[config.mk]
export PLATFORM = sky130hd
export DESIGN_NAME = radar_target_report_decoder_flat
export DESIGN_NICKNAME = d
export VERILOG_FILES = /design/src/hdl/rtrd_pkg.sv /design/src/hdl/rtrd_in_if.sv /design/src/hdl/rtrd_out_if.sv /design/src/hdl/rtrd_parser.sv /design/src/hdl/rtrd_decode.sv /design/src/hdl/radar_target_report_decoder.sv /design/src/flat_wrapper.sv
export SDC_FILE = /design/constraint.sdc
export NUM_CORES = 1
export LEC_CHECK = 0
export BUFFER_PORTS_ARGS = -buffer_cell sky130_fd_sc_hd__buf_2
export CELL_PAD_IN_SITES_DETAIL_PLACEMENT = 0
export CELL_PAD_IN_SITES_GLOBAL_PLACEMENT = 2
export CORE_MARGIN = 5
export CORE_UTILIZATION = 37
export CTS_CLUSTER_DIAMETER = 100
export DETAILED_ROUTE_END_ITERATION = 7
export PLACE_DENSITY_LB_ADDON = 0.1
export SLEW_MARGIN = 15
export SYNTH_ARGS = -nofsm -noshare
export SYNTH_HDL_FRONTEND = slang
export SYNTH_SLANG_ARGS = --single-unit
[constraint.sdc]
create_clock -name i_clk -period 7.1 [get_ports i_clk]
set_input_delay 0 -clock i_clk [delete_from_list [all_inputs] [get_ports i_clk]]
set_output_delay 0 -clock i_clk [all_outputs]
set_load 0.05 [all_outputs]
[src/hdl/rtrd_pkg.sv]
package rtrd_pkg;

    // frame layout
    localparam int          MAX_FRAME_BYTES_DEF = 80;
    localparam int          HEAD_BYTES          = 11;
    localparam logic [31:0] HEADER_WORD         = 32'hF4F3F2F1;
    localparam logic [7:0]  FOOTER_FIRST        = 8'hF8;
    localparam logic [7:0]  MARKER_HEAD         = 8'hAA;
    localparam logic [7:0]  MARKER_TAIL         = 8'h55;
    localparam int          LEN_W               = 16;

    // fixed positions inside a frame (header bytes included)
    localparam int POS_LEN_LO   = 4;
    localparam int POS_LEN_HI   = 5;
    localparam int POS_PAYLOAD  = 6;
    localparam int POS_DROP     = 8;
    localparam int FRAME_EXTRA  = 10;

    // payload byte positions
    localparam int PB_MARK_A  = 1;
    localparam int PB_STATE   = 2;
    localparam int PB_MDIST_L = 3;
    localparam int PB_MDIST_H = 4;
    localparam int PB_MENER   = 5;
    localparam int PB_SDIST_L = 6;
    localparam int PB_SDIST_H = 7;
    localparam int PB_SENER   = 8;
    localparam int PB_MARK_B  = 9;

    // target states
    localparam logic [7:0] TS_MOVING = 8'd1;
    localparam logic [7:0] TS_STATIC = 8'd2;
    localparam logic [7:0] TS_BOTH   = 8'd3;

    typedef enum logic {
        PH_HUNT,
        PH_FRAME
    } t_phase;

    typedef enum logic [1:0] {
        ST_DECODED     = 2'd0,
        ST_TOO_SHORT   = 2'd1,
        ST_BAD_MARKERS = 2'd2
    } t_status;

    typedef logic [HEAD_BYTES-1:0][7:0] t_head;

    typedef struct packed {
        logic             emit;
        logic [LEN_W-1:0] length;
    } t_frame_info;

    typedef struct packed {
        t_status     status;
        logic [6:0]  payload_length;
        logic [7:0]  target_state;
        logic [15:0] moving_distance;
        logic [7:0]  moving_energy;
        logic [15:0] static_distance;
        logic [7:0]  static_energy;
        logic        has_target;
        logic [15:0] target_distance;
    } t_report;

endpackage

[src/hdl/rtrd_in_if.sv]
interface rtrd_in_if;
    logic       valid;
    logic       ready;
    logic [7:0] rx_byte;

    modport source (output valid, output rx_byte, input ready);
    modport sink   (input valid, input rx_byte, output ready);
endinterface

[src/hdl/rtrd_out_if.sv]
interface rtrd_out_if;
    logic        valid;
    logic        ready;
    logic [1:0]  status;
    logic [6:0]  payload_length;
    logic [7:0]  target_state;
    logic [15:0] moving_distance;
    logic [7:0]  moving_energy;
    logic [15:0] static_distance;
    logic [7:0]  static_energy;
    logic        has_target;
    logic [15:0] target_distance;

    modport source (
        output valid, output status, output payload_length, output target_state,
        output moving_distance, output moving_energy, output static_distance,
        output static_energy, output has_target, output target_distance,
        input ready
    );
    modport sink (
        input valid, input status, input payload_length, input target_state,
        input moving_distance, input moving_energy, input static_distance,
        input static_energy, input has_target, input target_distance,
        output ready
    );
endinterface

[src/hdl/rtrd_parser.sv]
module rtrd_parser import rtrd_pkg::*; #(
    parameter int MAX_FRAME_BYTES = MAX_FRAME_BYTES_DEF
) (
    input  logic        i_clk,
    input  logic        i_rst_n,
    input  logic        i_stb,
    input  logic [7:0]  i_byte,
    output t_frame_info o_info,
    output t_head       o_head
);

    localparam int POS_W = $clog2(MAX_FRAME_BYTES + 1);
    localparam int TOT_W = LEN_W + 1;

    t_phase             r_phase, n_phase;
    logic [31:0]        r_window, n_window;
    logic [LEN_W-1:0]   r_len, n_len;
    logic [POS_W-1:0]   r_pos, n_pos;
    logic               r_fgood, n_fgood;
    t_head              r_head;

    logic [LEN_W-1:0]   w_len_cur;
    logic [TOT_W-1:0]   w_total;
    logic [TOT_W-1:0]   w_foot_start;
    logic [TOT_W-1:0]   w_pos_ext;
    logic [TOT_W-1:0]   w_foot_off;
    logic [7:0]         w_expect;
    logic [31:0]        w_shift;
    logic               w_hdr_hit;
    logic               w_in_payload;
    logic               w_head_wr;
    logic [3:0]         w_head_idx;
    logic               w_drop;
    logic               w_done;

    // length as seen with the current byte folded in
    always_comb begin
        w_len_cur = r_len;
        if (r_pos == POS_W'(POS_LEN_LO)) begin
            w_len_cur = {8'h00, i_byte};
        end else if (r_pos == POS_W'(POS_LEN_HI)) begin
            w_len_cur = {i_byte, r_len[7:0]};
        end
    end

    // frame geometry for the current byte
    assign w_total      = TOT_W'(w_len_cur) + TOT_W'(FRAME_EXTRA);
    assign w_foot_start = TOT_W'(w_len_cur) + TOT_W'(POS_PAYLOAD);
    assign w_pos_ext    = TOT_W'(r_pos);
    assign w_foot_off   = w_pos_ext - w_foot_start;
    assign w_expect     = FOOTER_FIRST - {6'd0, w_foot_off[1:0]};
    assign w_shift      = {r_window[23:0], i_byte};
    assign w_hdr_hit    = (w_shift == HEADER_WORD);
    assign w_in_payload = (r_pos >= POS_W'(POS_PAYLOAD)) && (w_pos_ext < w_foot_start);
    assign w_head_wr    = w_in_payload && (r_pos < POS_W'(POS_PAYLOAD + HEAD_BYTES));
    assign w_head_idx   = 4'(r_pos - POS_W'(POS_PAYLOAD));
    assign n_pos        = (r_phase == PH_HUNT) ? POS_W'(POS_LEN_LO) : r_pos + POS_W'(1);
    assign w_drop       = (r_phase == PH_FRAME) && (n_pos == POS_W'(POS_DROP))
                          && (w_total > TOT_W'(MAX_FRAME_BYTES));
    assign w_done       = (r_phase == PH_FRAME) && (n_pos >= POS_W'(POS_DROP))
                          && (TOT_W'(n_pos) == w_total);

    // next phase
    always_comb begin
        n_phase = r_phase;
        unique case (r_phase)
            PH_HUNT: begin
                if (w_hdr_hit) begin
                    n_phase = PH_FRAME;
                end
            end
            PH_FRAME: begin
                if (w_drop || w_done) begin
                    n_phase = PH_HUNT;
                end
            end
            default: n_phase = PH_HUNT;
        endcase
    end

    // window, length and footer check
    always_comb begin
        n_window = r_window;
        n_len    = r_len;
        n_fgood  = r_fgood;
        unique case (r_phase)
            PH_HUNT: begin
                n_window = w_shift;
                if (w_hdr_hit) begin
                    n_len   = '0;
                    n_fgood = 1'b1;
                end
            end
            PH_FRAME: begin
                n_len = w_len_cur;
                if (r_pos >= POS_W'(POS_PAYLOAD) && !w_in_payload && i_byte != w_expect) begin
                    n_fgood = 1'b0;
                end
                if (w_drop || w_done) begin
                    n_window = '0;
                end
            end
            default: n_window = '0;
        endcase
    end

    // parser state
    always_ff @(posedge i_clk) begin
        if (!i_rst_n) begin
            r_phase  <= PH_HUNT;
            r_window <= '0;
            r_len    <= '0;
            r_pos    <= '0;
            r_fgood  <= 1'b1;
        end else if (i_stb) begin
            r_phase  <= n_phase;
            r_window <= n_window;
            r_len    <= n_len;
            r_pos    <= n_pos;
            r_fgood  <= n_fgood;
        end
    end

    // payload capture, first bytes only
    always_ff @(posedge i_clk) begin
        if (i_stb && r_phase == PH_FRAME && w_head_wr) begin
            r_head[w_head_idx] <= i_byte;
        end
    end

    // the last footer byte never writes the capture, so it is read as stored
    assign o_info.emit   = i_stb && w_done && n_fgood;
    assign o_info.length = r_len;
    assign o_head        = r_head;

    a_emit_returns_to_hunt: assert property (@(posedge i_clk) disable iff (!i_rst_n)
        o_info.emit |=> (r_phase == PH_HUNT) && (r_window == '0))
        else $error("parser did not restart hunting after a frame");

    a_emit_in_frame: assert property (@(posedge i_clk) disable iff (!i_rst_n)
        o_info.emit |-> (r_phase == PH_FRAME) && (r_pos >= POS_W'(POS_DROP - 1)))
        else $error("item emitted outside a frame");

    a_pos_range: assert property (@(posedge i_clk) disable iff (!i_rst_n)
        (r_phase == PH_FRAME) |-> (r_pos >= POS_W'(POS_LEN_LO))
            && (TOT_W'(r_pos) < TOT_W'(MAX_FRAME_BYTES)))
        else $error("frame position out of range");

endmodule

[src/hdl/rtrd_decode.sv]
module rtrd_decode import rtrd_pkg::*; (
    input  logic [LEN_W-1:0] i_length,
    input  t_head            i_head,
    output t_report          o_report
);

    logic [15:0] w_md;
    logic [15:0] w_sd;
    logic [7:0]  w_state;

    assign w_md    = {i_head[PB_MDIST_H], i_head[PB_MDIST_L]};
    assign w_sd    = {i_head[PB_SDIST_H], i_head[PB_SDIST_L]};
    assign w_state = i_head[PB_STATE];

    // status first, fields only for a good report
    always_comb begin
        o_report                = '0;
        o_report.payload_length = i_length[6:0];
        if (i_length < LEN_W'(HEAD_BYTES)) begin
            o_report.status = ST_TOO_SHORT;
        end else if (i_head[PB_MARK_A] != MARKER_HEAD || i_head[PB_MARK_B] != MARKER_TAIL) begin
            o_report.status = ST_BAD_MARKERS;
        end else begin
            o_report.status          = ST_DECODED;
            o_report.target_state    = w_state;
            o_report.moving_distance = w_md;
            o_report.moving_energy   = i_head[PB_MENER];
            o_report.static_distance = w_sd;
            o_report.static_energy   = i_head[PB_SENER];
            o_report.has_target      = (w_state == TS_MOVING) || (w_state == TS_STATIC)
                                       || (w_state == TS_BOTH);
            case (w_state)
                TS_MOVING: o_report.target_distance = w_md;
                TS_STATIC: o_report.target_distance = w_sd;
                TS_BOTH: begin
                    if (w_md == 16'd0) begin
                        o_report.target_distance = w_sd;
                    end else if (w_sd == 16'd0) begin
                        o_report.target_distance = w_md;
                    end else begin
                        o_report.target_distance = (w_md < w_sd) ? w_md : w_sd;
                    end
                end
                default: o_report.target_distance = 16'd0;
            endcase
        end
    end

endmodule

[src/hdl/radar_target_report_decoder.sv]
// a report becomes valid at the edge on which the parser takes the last footer byte
// throughput: one byte per cycle while the report slot is not stalled, set by the single parser pass per byte
// a byte register feeds the parser and a report register holds the result
// a stalled report holds the byte register only once that register is full
// reset (synchronous, active low) empties both registers and restarts header hunting
module radar_target_report_decoder import rtrd_pkg::*; #(
    parameter int MAX_FRAME_BYTES = MAX_FRAME_BYTES_DEF
) (
    input  logic            i_clk,
    input  logic            i_rst_n,
    rtrd_in_if.sink         i_in,
    rtrd_out_if.source      o_out
);

    logic        r_s1_valid, n_s1_valid;
    logic [7:0]  r_s1_byte;
    logic        r_out_valid, n_out_valid;
    t_report     r_rep;

    logic        w_adv;
    logic        w_in_acc;
    t_frame_info w_info;
    t_head       w_head;
    t_report     w_rep;

    // byte moves on when the report slot is free or being emptied
    assign w_adv       = r_s1_valid && (!r_out_valid || o_out.ready);
    assign i_in.ready  = !r_s1_valid || w_adv;
    assign w_in_acc    = i_in.valid && i_in.ready;

    rtrd_parser #(
        .MAX_FRAME_BYTES (MAX_FRAME_BYTES)
    ) u_parser (
        .i_clk   (i_clk),
        .i_rst_n (i_rst_n),
        .i_stb   (w_adv),
        .i_byte  (r_s1_byte),
        .o_info  (w_info),
        .o_head  (w_head)
    );

    rtrd_decode u_decode (
        .i_length (w_info.length),
        .i_head   (w_head),
        .o_report (w_rep)
    );

    // occupancy of both registers
    always_comb begin
        n_s1_valid = r_s1_valid;
        if (w_in_acc) begin
            n_s1_valid = 1'b1;
        end else if (w_adv) begin
            n_s1_valid = 1'b0;
        end
        n_out_valid = r_out_valid;
        if (w_info.emit) begin
            n_out_valid = 1'b1;
        end else if (o_out.ready) begin
            n_out_valid = 1'b0;
        end
    end

    always_ff @(posedge i_clk) begin
        if (!i_rst_n) begin
            r_s1_valid  <= 1'b0;
            r_out_valid <= 1'b0;
        end else begin
            r_s1_valid  <= n_s1_valid;
            r_out_valid <= n_out_valid;
        end
    end

    // payload registers
    always_ff @(posedge i_clk) begin
        if (w_in_acc) begin
            r_s1_byte <= i_in.rx_byte;
        end
        if (w_info.emit) begin
            r_rep <= w_rep;
        end
    end

    assign o_out.valid           = r_out_valid;
    assign o_out.status          = r_rep.status;
    assign o_out.payload_length  = r_rep.payload_length;
    assign o_out.target_state    = r_rep.target_state;
    assign o_out.moving_distance = r_rep.moving_distance;
    assign o_out.moving_energy   = r_rep.moving_energy;
    assign o_out.static_distance = r_rep.static_distance;
    assign o_out.static_energy   = r_rep.static_energy;
    assign o_out.has_target      = r_rep.has_target;
    assign o_out.target_distance = r_rep.target_distance;

    a_no_emit_into_full_slot: assert property (@(posedge i_clk) disable iff (!i_rst_n)
        w_info.emit |-> (!r_out_valid || o_out.ready))
        else $error("report overwritten before it was taken");

    a_byte_kept_when_stalled: assert property (@(posedge i_clk) disable iff (!i_rst_n)
        (r_s1_valid && !w_adv) |=> r_s1_valid && $stable(r_s1_byte))
        else $error("held byte lost while the report slot was full");

    a_bad_report_zeroed: assert property (@(posedge i_clk) disable iff (!i_rst_n)
        (r_out_valid && r_rep.status != ST_DECODED) |->
            (r_rep.target_distance == 16'd0) && !r_rep.has_target
            && (r_rep.target_state == 8'd0))
        else $error("undecoded report carries target fields");

endmodule
[src/flat_wrapper.sv]
// flat-port wrapper written by rule: the top's interface ports become plain ports
module radar_target_report_decoder_flat import rtrd_pkg::*;
#(
    parameter int MAX_FRAME_BYTES = MAX_FRAME_BYTES_DEF
)
  (i_clk, i_rst_n, i_in_valid, i_in_rx_byte, i_in_ready, o_out_valid, o_out_status, o_out_payload_length, o_out_target_state, o_out_moving_distance, o_out_moving_energy, o_out_static_distance, o_out_static_energy, o_out_has_target, o_out_target_distance, o_out_ready);
  rtrd_in_if i_in_i ();
  rtrd_out_if o_out_i ();
  input  logic i_clk;
  input  logic i_rst_n;
  input wire logic [$bits(i_in_i.valid)-1:0] i_in_valid;
  input wire logic [$bits(i_in_i.rx_byte)-1:0] i_in_rx_byte;
  output wire logic [$bits(i_in_i.ready)-1:0] i_in_ready;
  output wire logic [$bits(o_out_i.valid)-1:0] o_out_valid;
  output wire logic [$bits(o_out_i.status)-1:0] o_out_status;
  output wire logic [$bits(o_out_i.payload_length)-1:0] o_out_payload_length;
  output wire logic [$bits(o_out_i.target_state)-1:0] o_out_target_state;
  output wire logic [$bits(o_out_i.moving_distance)-1:0] o_out_moving_distance;
  output wire logic [$bits(o_out_i.moving_energy)-1:0] o_out_moving_energy;
  output wire logic [$bits(o_out_i.static_distance)-1:0] o_out_static_distance;
  output wire logic [$bits(o_out_i.static_energy)-1:0] o_out_static_energy;
  output wire logic [$bits(o_out_i.has_target)-1:0] o_out_has_target;
  output wire logic [$bits(o_out_i.target_distance)-1:0] o_out_target_distance;
  input wire logic [$bits(o_out_i.ready)-1:0] o_out_ready;
  assign i_in_i.valid = i_in_valid;
  assign i_in_i.rx_byte = i_in_rx_byte;
  assign i_in_ready = i_in_i.ready;
  assign o_out_valid = o_out_i.valid;
  assign o_out_status = o_out_i.status;
  assign o_out_payload_length = o_out_i.payload_length;
  assign o_out_target_state = o_out_i.target_state;
  assign o_out_moving_distance = o_out_i.moving_distance;
  assign o_out_moving_energy = o_out_i.moving_energy;
  assign o_out_static_distance = o_out_i.static_distance;
  assign o_out_static_energy = o_out_i.static_energy;
  assign o_out_has_target = o_out_i.has_target;
  assign o_out_target_distance = o_out_i.target_distance;
  assign o_out_i.ready = o_out_ready;
  radar_target_report_decoder #(.MAX_FRAME_BYTES(MAX_FRAME_BYTES)) u_core (.i_clk(i_clk), .i_rst_n(i_rst_n), .i_in(i_in_i), .o_out(o_out_i));
endmodule
# Word-level counts from Yosys, hierarchy flattened
# Cells that the tools add are included.
# totals
wordCells,113
input_bits,12
ff_bits,229
out_inout_bits,84
# op_classes
muxes,25
n_reduce_logical,31
n_addsub,6
bitwise,1
eq_ne,13
order_cmp,9
# op_table
cell,count
two-way mux 16 bit,6
bitwise mux 88 bit,1
case mux 16 bit (3 select lines),1
case mux 24 bit (2 select lines),1
demux 8 bit (select 4 bit),1
equality test 32 bit (second input constant),1
zero test 16 bit,2
case mux 16 bit (2 select lines),1
two-way mux 24 bit,1
adder 16 x 3 -> 17 bit (second input constant),1
adder 16 x 4 -> 17 bit (second input constant),1
equality test 7 x 17 -> 1 bit,1
greater-than comparator 17 x 7 -> 1 bit (second input constant),1
less-than comparator 7 x 17 -> 1 bit,1
equality test 8 x 2 -> 1 bit (second input constant),2
less-than comparator 16 bit,1
less-than comparator 16 x 4 -> 1 bit (second input constant),1
logical AND 1 bit,15
equality test 7 x 3 -> 1 bit (second input constant),2
equality test 8 x 1 -> 1 bit (second input constant),1
two-way mux 1 bit,8
two-way mux 8 bit,1
!= test 8 x 7 -> 1 bit (second input constant),1
!= test 8 bit,1
other kinds (22),32

# Longest topological paths before layout
# logic_depth
depth_word,13
mapped_depth,20
mapped_depth_nobuf,17

# Hierarchy
# A second synthesis with hierarchy kept.
# unflattened
cells_unflattened,963
area_unflattened_um2,11213.3
# modules_own_cells
mod,area_each_um2,n_inst,seq_area_each_um2,cells_per_inst
rtrd_parser,6716.4,1,3623.5,613
radar_target_report_decoder,2806.4,1,2742.6,99
rtrd_decode,1690.4,1,0.0,251

# Worst setup path before layout
# OpenSTA, ideal clock, no wires.
# synth_timing
kind,reg2reg
start,reg u_core.u_parser.r_pos[0]
end,"reg u_core.r_rep (netlist bit u_core.o_out.has_target), enable pin"
setup_slack_ps,-273
setup_ps,523
required_ps,6577
path_stages_with_launch,21
arrival_time_ps,6850
path_buffers,3
synth_period_minus_slack_ps,7373
path_cell_list,dfxtp_1 clkbuf_1 inv_1 ha_1 and3_1 buf_2 buf_2 mux2i_1 ha_1 or3_1 a21oi_1 a21oi_1 ha_1 nor3_1 nor2_1 a31o_2 nand4_1 a211oi_1 nand3_1 nand3_1 nor2_1
# synth_via
elab_chain_cells,12
word_cells_on_any_way,25
cone_classes,add/sub (5); order compare (3); eq/ne (4); mux (5); reduce/logical (8)
# synth_lines
element,line_no,source
"start, declared",rtrd_parser.sv:18,"logic [POS_W-1:0] r_pos, n_pos;"
"start signal, assigned",rtrd_parser.sv:119,r_pos <= n_pos;
equality test 7 x 3 -> 1 bit,rtrd_parser.sv:41,end else if (r_pos == POS_W'(POS_LEN_HI)) begin
two-way mux 16 bit,rtrd_parser.sv:41,
two-way mux 16 bit,rtrd_parser.sv:39,if (r_pos == POS_W'(POS_LEN_LO)) begin
adder 16 x 3 -> 17 bit,rtrd_parser.sv:48,assign w_foot_start = TOT_W'(w_len_cur) + TOT_W'(POS_PAYLOAD);
less-than comparator 7 x 17 -> 1 bit,rtrd_parser.sv:54,assign w_in_payload = (r_pos >= POS_W'(POS_PAYLOAD)) && (w_pos_ext < w_foot_start);
logical AND 1 bit,rtrd_parser.sv:54,
zero test 1 bit,rtrd_parser.sv:96,if (r_pos >= POS_W'(POS_PAYLOAD) && !w_in_payload && i_byte != w_expect) begin
logical AND 1 bit (2 in a row),rtrd_parser.sv:96,
two-way mux 1 bit,rtrd_parser.sv:96,
case mux 1 bit (2 select lines),rtrd_parser.sv:86,unique case (r_phase)
logical AND 1 bit (*),rtrd_parser.sv:132,assign o_info.emit = i_stb && w_done && n_fgood;
"end signal, assigned",radar_target_report_decoder.sv:80,r_rep <= w_rep;
"end, declared",radar_target_report_decoder.sv:18,t_report r_rep;
# Every way passes the cells marked *; elsewhere a longest branch is shown, timed or not.
# A chain may end at the register's enable or synchronous reset.

# Final worst setup path
# layout_timing
start,reg u_core.u_parser.r_pos[0]
end,"reg u_core.r_rep (netlist bit u_core.o_out.static_distance[13]), enable pin"
# The elaborated chain is that of the path after synthesis.

==> flow_summary_export.csv <==
group,metric,value,unit
outcome,status,"completed",
grt,grt_usage,17.1,%
drt,wirelength,26.3,mm
cells_and_area,area_delta_synth_final,17.5,%
drt,detail-route-antenna-nets,0,
placed_design,dpl.cell_count,1226,
drt,post_drt_wl_per_cell,20.5,um
yosys,yosysWarnings,0,
setup_path,critPathMaxFanout,82,
placed_design,gp_congestion,0.864,
cells_and_area,layoutNonFillerInstCount,1282,
pwr,ir_drop,138,uV
drt,drt-pass1-iter-count,5,
cells_and_area,regArea,5890,um2
worst_hold_path,hold_path_class,"in2reg",
yosys,synthArstFlopShare,0,%
timing,worst_pin_slew,0.949,ns
cells_and_area,fin_nets,967,
cells_and_area,drive_gt1_share,17.7,%
drt,viasPerCell,5.37,
grt,use_met1,23.0,%
clock_network,ctsResizeCount,0,
yosys,ys_types,67,
clock_network,h-tree-depth,1,
clock_network,clk_path_buf_depth,3,
floorplanning,die_h,174,um
clock_network,cts_setup_buffers,0,
setup_path,end_kind,"flop",
setup_path,arrival,5.49,ns
yosys,synthFlopType,"edfxtp_1",
yosys,seq_area_frac_synth,59.0,%
drt,drc,0,
grt,grt_start_max_net_pins,83,
yosys,syn_area,9970,um2
cells_and_area,fillers,2491,
timing,fmax,188,MHz
yosys,ys_seq_elements,213,
grt,grt.met3_usage,2.83,%
setup_path,crit_type,"reg2reg",
yosys,synth_top_area_share,48.8,%
timing,fin_setup_tns,0,ns
grt,grt_pass1_vias,6880,
setup_path,worstPathRequired,7.26,ns
timing,slew_viol_final,0,
timing,relSlewSlack,36.7,%
floorplanning,std_cell_rows,60,
timing,rsz0062_at_grt,"false",
setup_path,critPathLaunchType,"flop",
clock_network,cts.clk_slew.worst_paths,0.06,ns
floorplanning,ios,96,
grt,gr-usage-met2,28.7,%
yosys,syn_avg_cell_area,12.1,um2
timing,finClkSkew,0.00988,ns
clock_network,cts_tree,"done",
cells_and_area,n_antenna_cell,0,
timing,min_period,5.32,ns
pwr,p_leak,0.00398,uW
clock_network,clock_latency,0.53,ns
pwr,power.density,230,nW/um2
timing,period_share,75.0,%
floorplanning,die_area,30300,um2
grt,grt.busiest_layer,"met2",
grt,grt_overflow,0,
clock_network,cts_hold_buf,12,
yosys,synthTopCellsByArea,"edfxtp_1 (49%), dfxtp_1 (10%), ha_1 (4.0%)",
timing,hold_violations,0,
yosys,synth-edff-count,162,
drt,via_count,6880,
floorplanning,core,26700,um2
placed_design,io_buffers,95,
yosys,synth_top_area_cell,"edfxtp_1",
yosys,synth_cells,825,
yosys,synth_nets,869,
grt,antenna_found_initial,0,
run,drv_cap,0,
cells_and_area,multi_input_comb_area,3790,um2
drt,first_iter_violations,402,
placed_design,dp_hpwl,18.1,mm
clock_network,clockRootBuffer,"clkbuf_16",
floorplanning,die_w,174,um
grt,grt_first_pass_wirelength,41.4,mm
clock_network,clock_sinks,213,
timing,setup_viol,0,
clock_network,cts_buffers,24,
floorplanning,start_util,37.3,%
-- cell usage after synthesis (6+ instances only) --
library cell and n:
nand2_1 33, nand3_1 24, ha_1 32, a211oi_1 6, dfxtp_1 51, xnor2_1 18
o21ai_0 21, a22oi_1 15, a21oi_1 23, xor2_1 12, and2_1 57, nand4_1 15
edfxtp_1 162, nor4_1 17, nor3_1 37, clkbuf_1 38, a22o_1 44, inv_1 21
and3_1 22, nor2_1 35, buf_2 6, nor2b_1 24, mux2i_1 13, a21o_1 9
-- per-layer routing --
| metal | up-vias | wire (um) |
|---|---|---|
| met5 | - | 0 |
| met4 | 0 | 727 |
| met3 | 47 | 1350 |
| met2 | 189 | 12400 |
| met1 | 3329 | 11800 |
| li1 | 3315 | - |
-- kinds of logic (layout without fill, tap and decap cells) --
kind of cell | Yosys count | after routing | synth area share [%]
flops | 213 | 213 | 59.0
compound gates | 156 | 156 | 11.7
mux | 17 | 17 | 1.76
simple gates | 306 | 306 | 17.8
buf+inv | 71 | 187 | 3.05
xor+xnor | 30 | 30 | 2.64
fa+ha+maj | 32 | 32 | 4.02
-- sequential cells by signal, summed over array words and instances (netlist names) --
signal / flops
u_core.u_parser.o_head: 72
u_core.u_parser.r_window: 24
u_core.o_out.moving_distance: 16
u_core.o_out.static_distance: 16
u_core.o_out.target_distance: 16
u_core.u_parser.r_len: 16
u_core.o_out.moving_energy: 8
u_core.o_out.static_energy: 8
u_core.o_out.target_state: 8
u_core.r_s1_byte: 8
u_core.o_out.payload_length: 7
u_core.u_parser.r_pos: 7
u_core.o_out.status: 2
u_core.o_out.has_target: 1
u_core.o_out.valid: 1
u_core.r_s1_valid: 1
u_core.u_parser.r_fgood: 1
u_core.u_parser.r_phase: 1
-- layout make-up --
cell class              instances  area share (%)
well taps                     341            3.64
flip-flops and latches        213            50.2
clock inverters                14            1.30
multi-input cells             541            32.4
clock buffers                  30            5.66
inverters                      22           0.705
repair buffers                121            6.09
-- final timing paths --
check | to | from | slack (ns) | depth (start not counted)
max reg2reg | u_core.o_out.static_distance[13]$_SDFFCE_PP0P_ | u_core.u_parser.r_pos[0]$_SDFFE_PN0P_ | 1.78 | 16
max | u_core.o_out.static_distance[13]$_SDFFCE_PP0P_ | u_core.u_parser.r_pos[0]$_SDFFE_PN0P_ | 1.78 | 16
min reg2reg | u_core.u_parser.r_window[18]$_SDFFE_PN0P_ | u_core.u_parser.r_window[18]$_SDFFE_PN0P_ | 0.48 | 1
min | u_core.r_s1_byte[2]$_DFFE_PP_ | i_in_rx_byte[2] | 0.19 | 2
-- through the flow --
step                hold slack [ns]  utilization [%]  total power (uW)  setup slack, ns  cell area [um2]
detailed placement            0.178             40.3              1460             1.76            10800
CTS                           0.166             43.8              2730             1.73            11700
global route                  0.170             43.8              2780             1.30            11700
finish                        0.187             43.8              2690             1.78            11700
global placement              0.177             40.3              1460             1.97            10800
floorplan                    0.0989                -              1430             1.10             9970
-- cells in the final DEF, fill, tap and decap left out, drive strengths merged, types with 13 or more instances in the layout --
| cell type | instances |
|---|---|
| nor3 | 38 |
| mux2i | 13 |
| inv | 24 |
| a22o | 44 |
| edfxtp | 162 |
| and3 | 22 |
| xnor2 | 18 |
| ha | 32 |
| nand3 | 24 |
| a22oi | 18 |
| buf | 109 |
| clkbuf | 30 |
| nor4 | 17 |
| o21ai | 22 |
| dfxtp | 51 |
| and2 | 57 |
| nor2b | 24 |
| a21oi | 23 |
| nand2 | 33 |
| nand4 | 15 |
| nor2 | 35 |
-- power breakdown --
part,total (uW),switching (uW),internal (uW)
Combinational,94.5,58.7,35.8
Clock,1250,506,743
Sequential,1350,8.21,1340
-- worst max-delay path, stage by stage (launching register included) --
cell and delay, ns:
dfxtp_1 0.42, inv_1 0.20, ha_1 0.42, and3_1 0.79, mux2i_1 0.28, inv_1 0.17
ha_1 0.37, nor2_1 0.11, nor3b_1 0.28, xnor2_1 0.15, a21oi_1 0.12, a221oi_1 0.25
o2111ai_1 0.22, nor2_1 0.39, nand3_1 0.20, nor2_4 0.14, buf_12 0.34
Note: power is estimated with default switching activity, not from simulation.
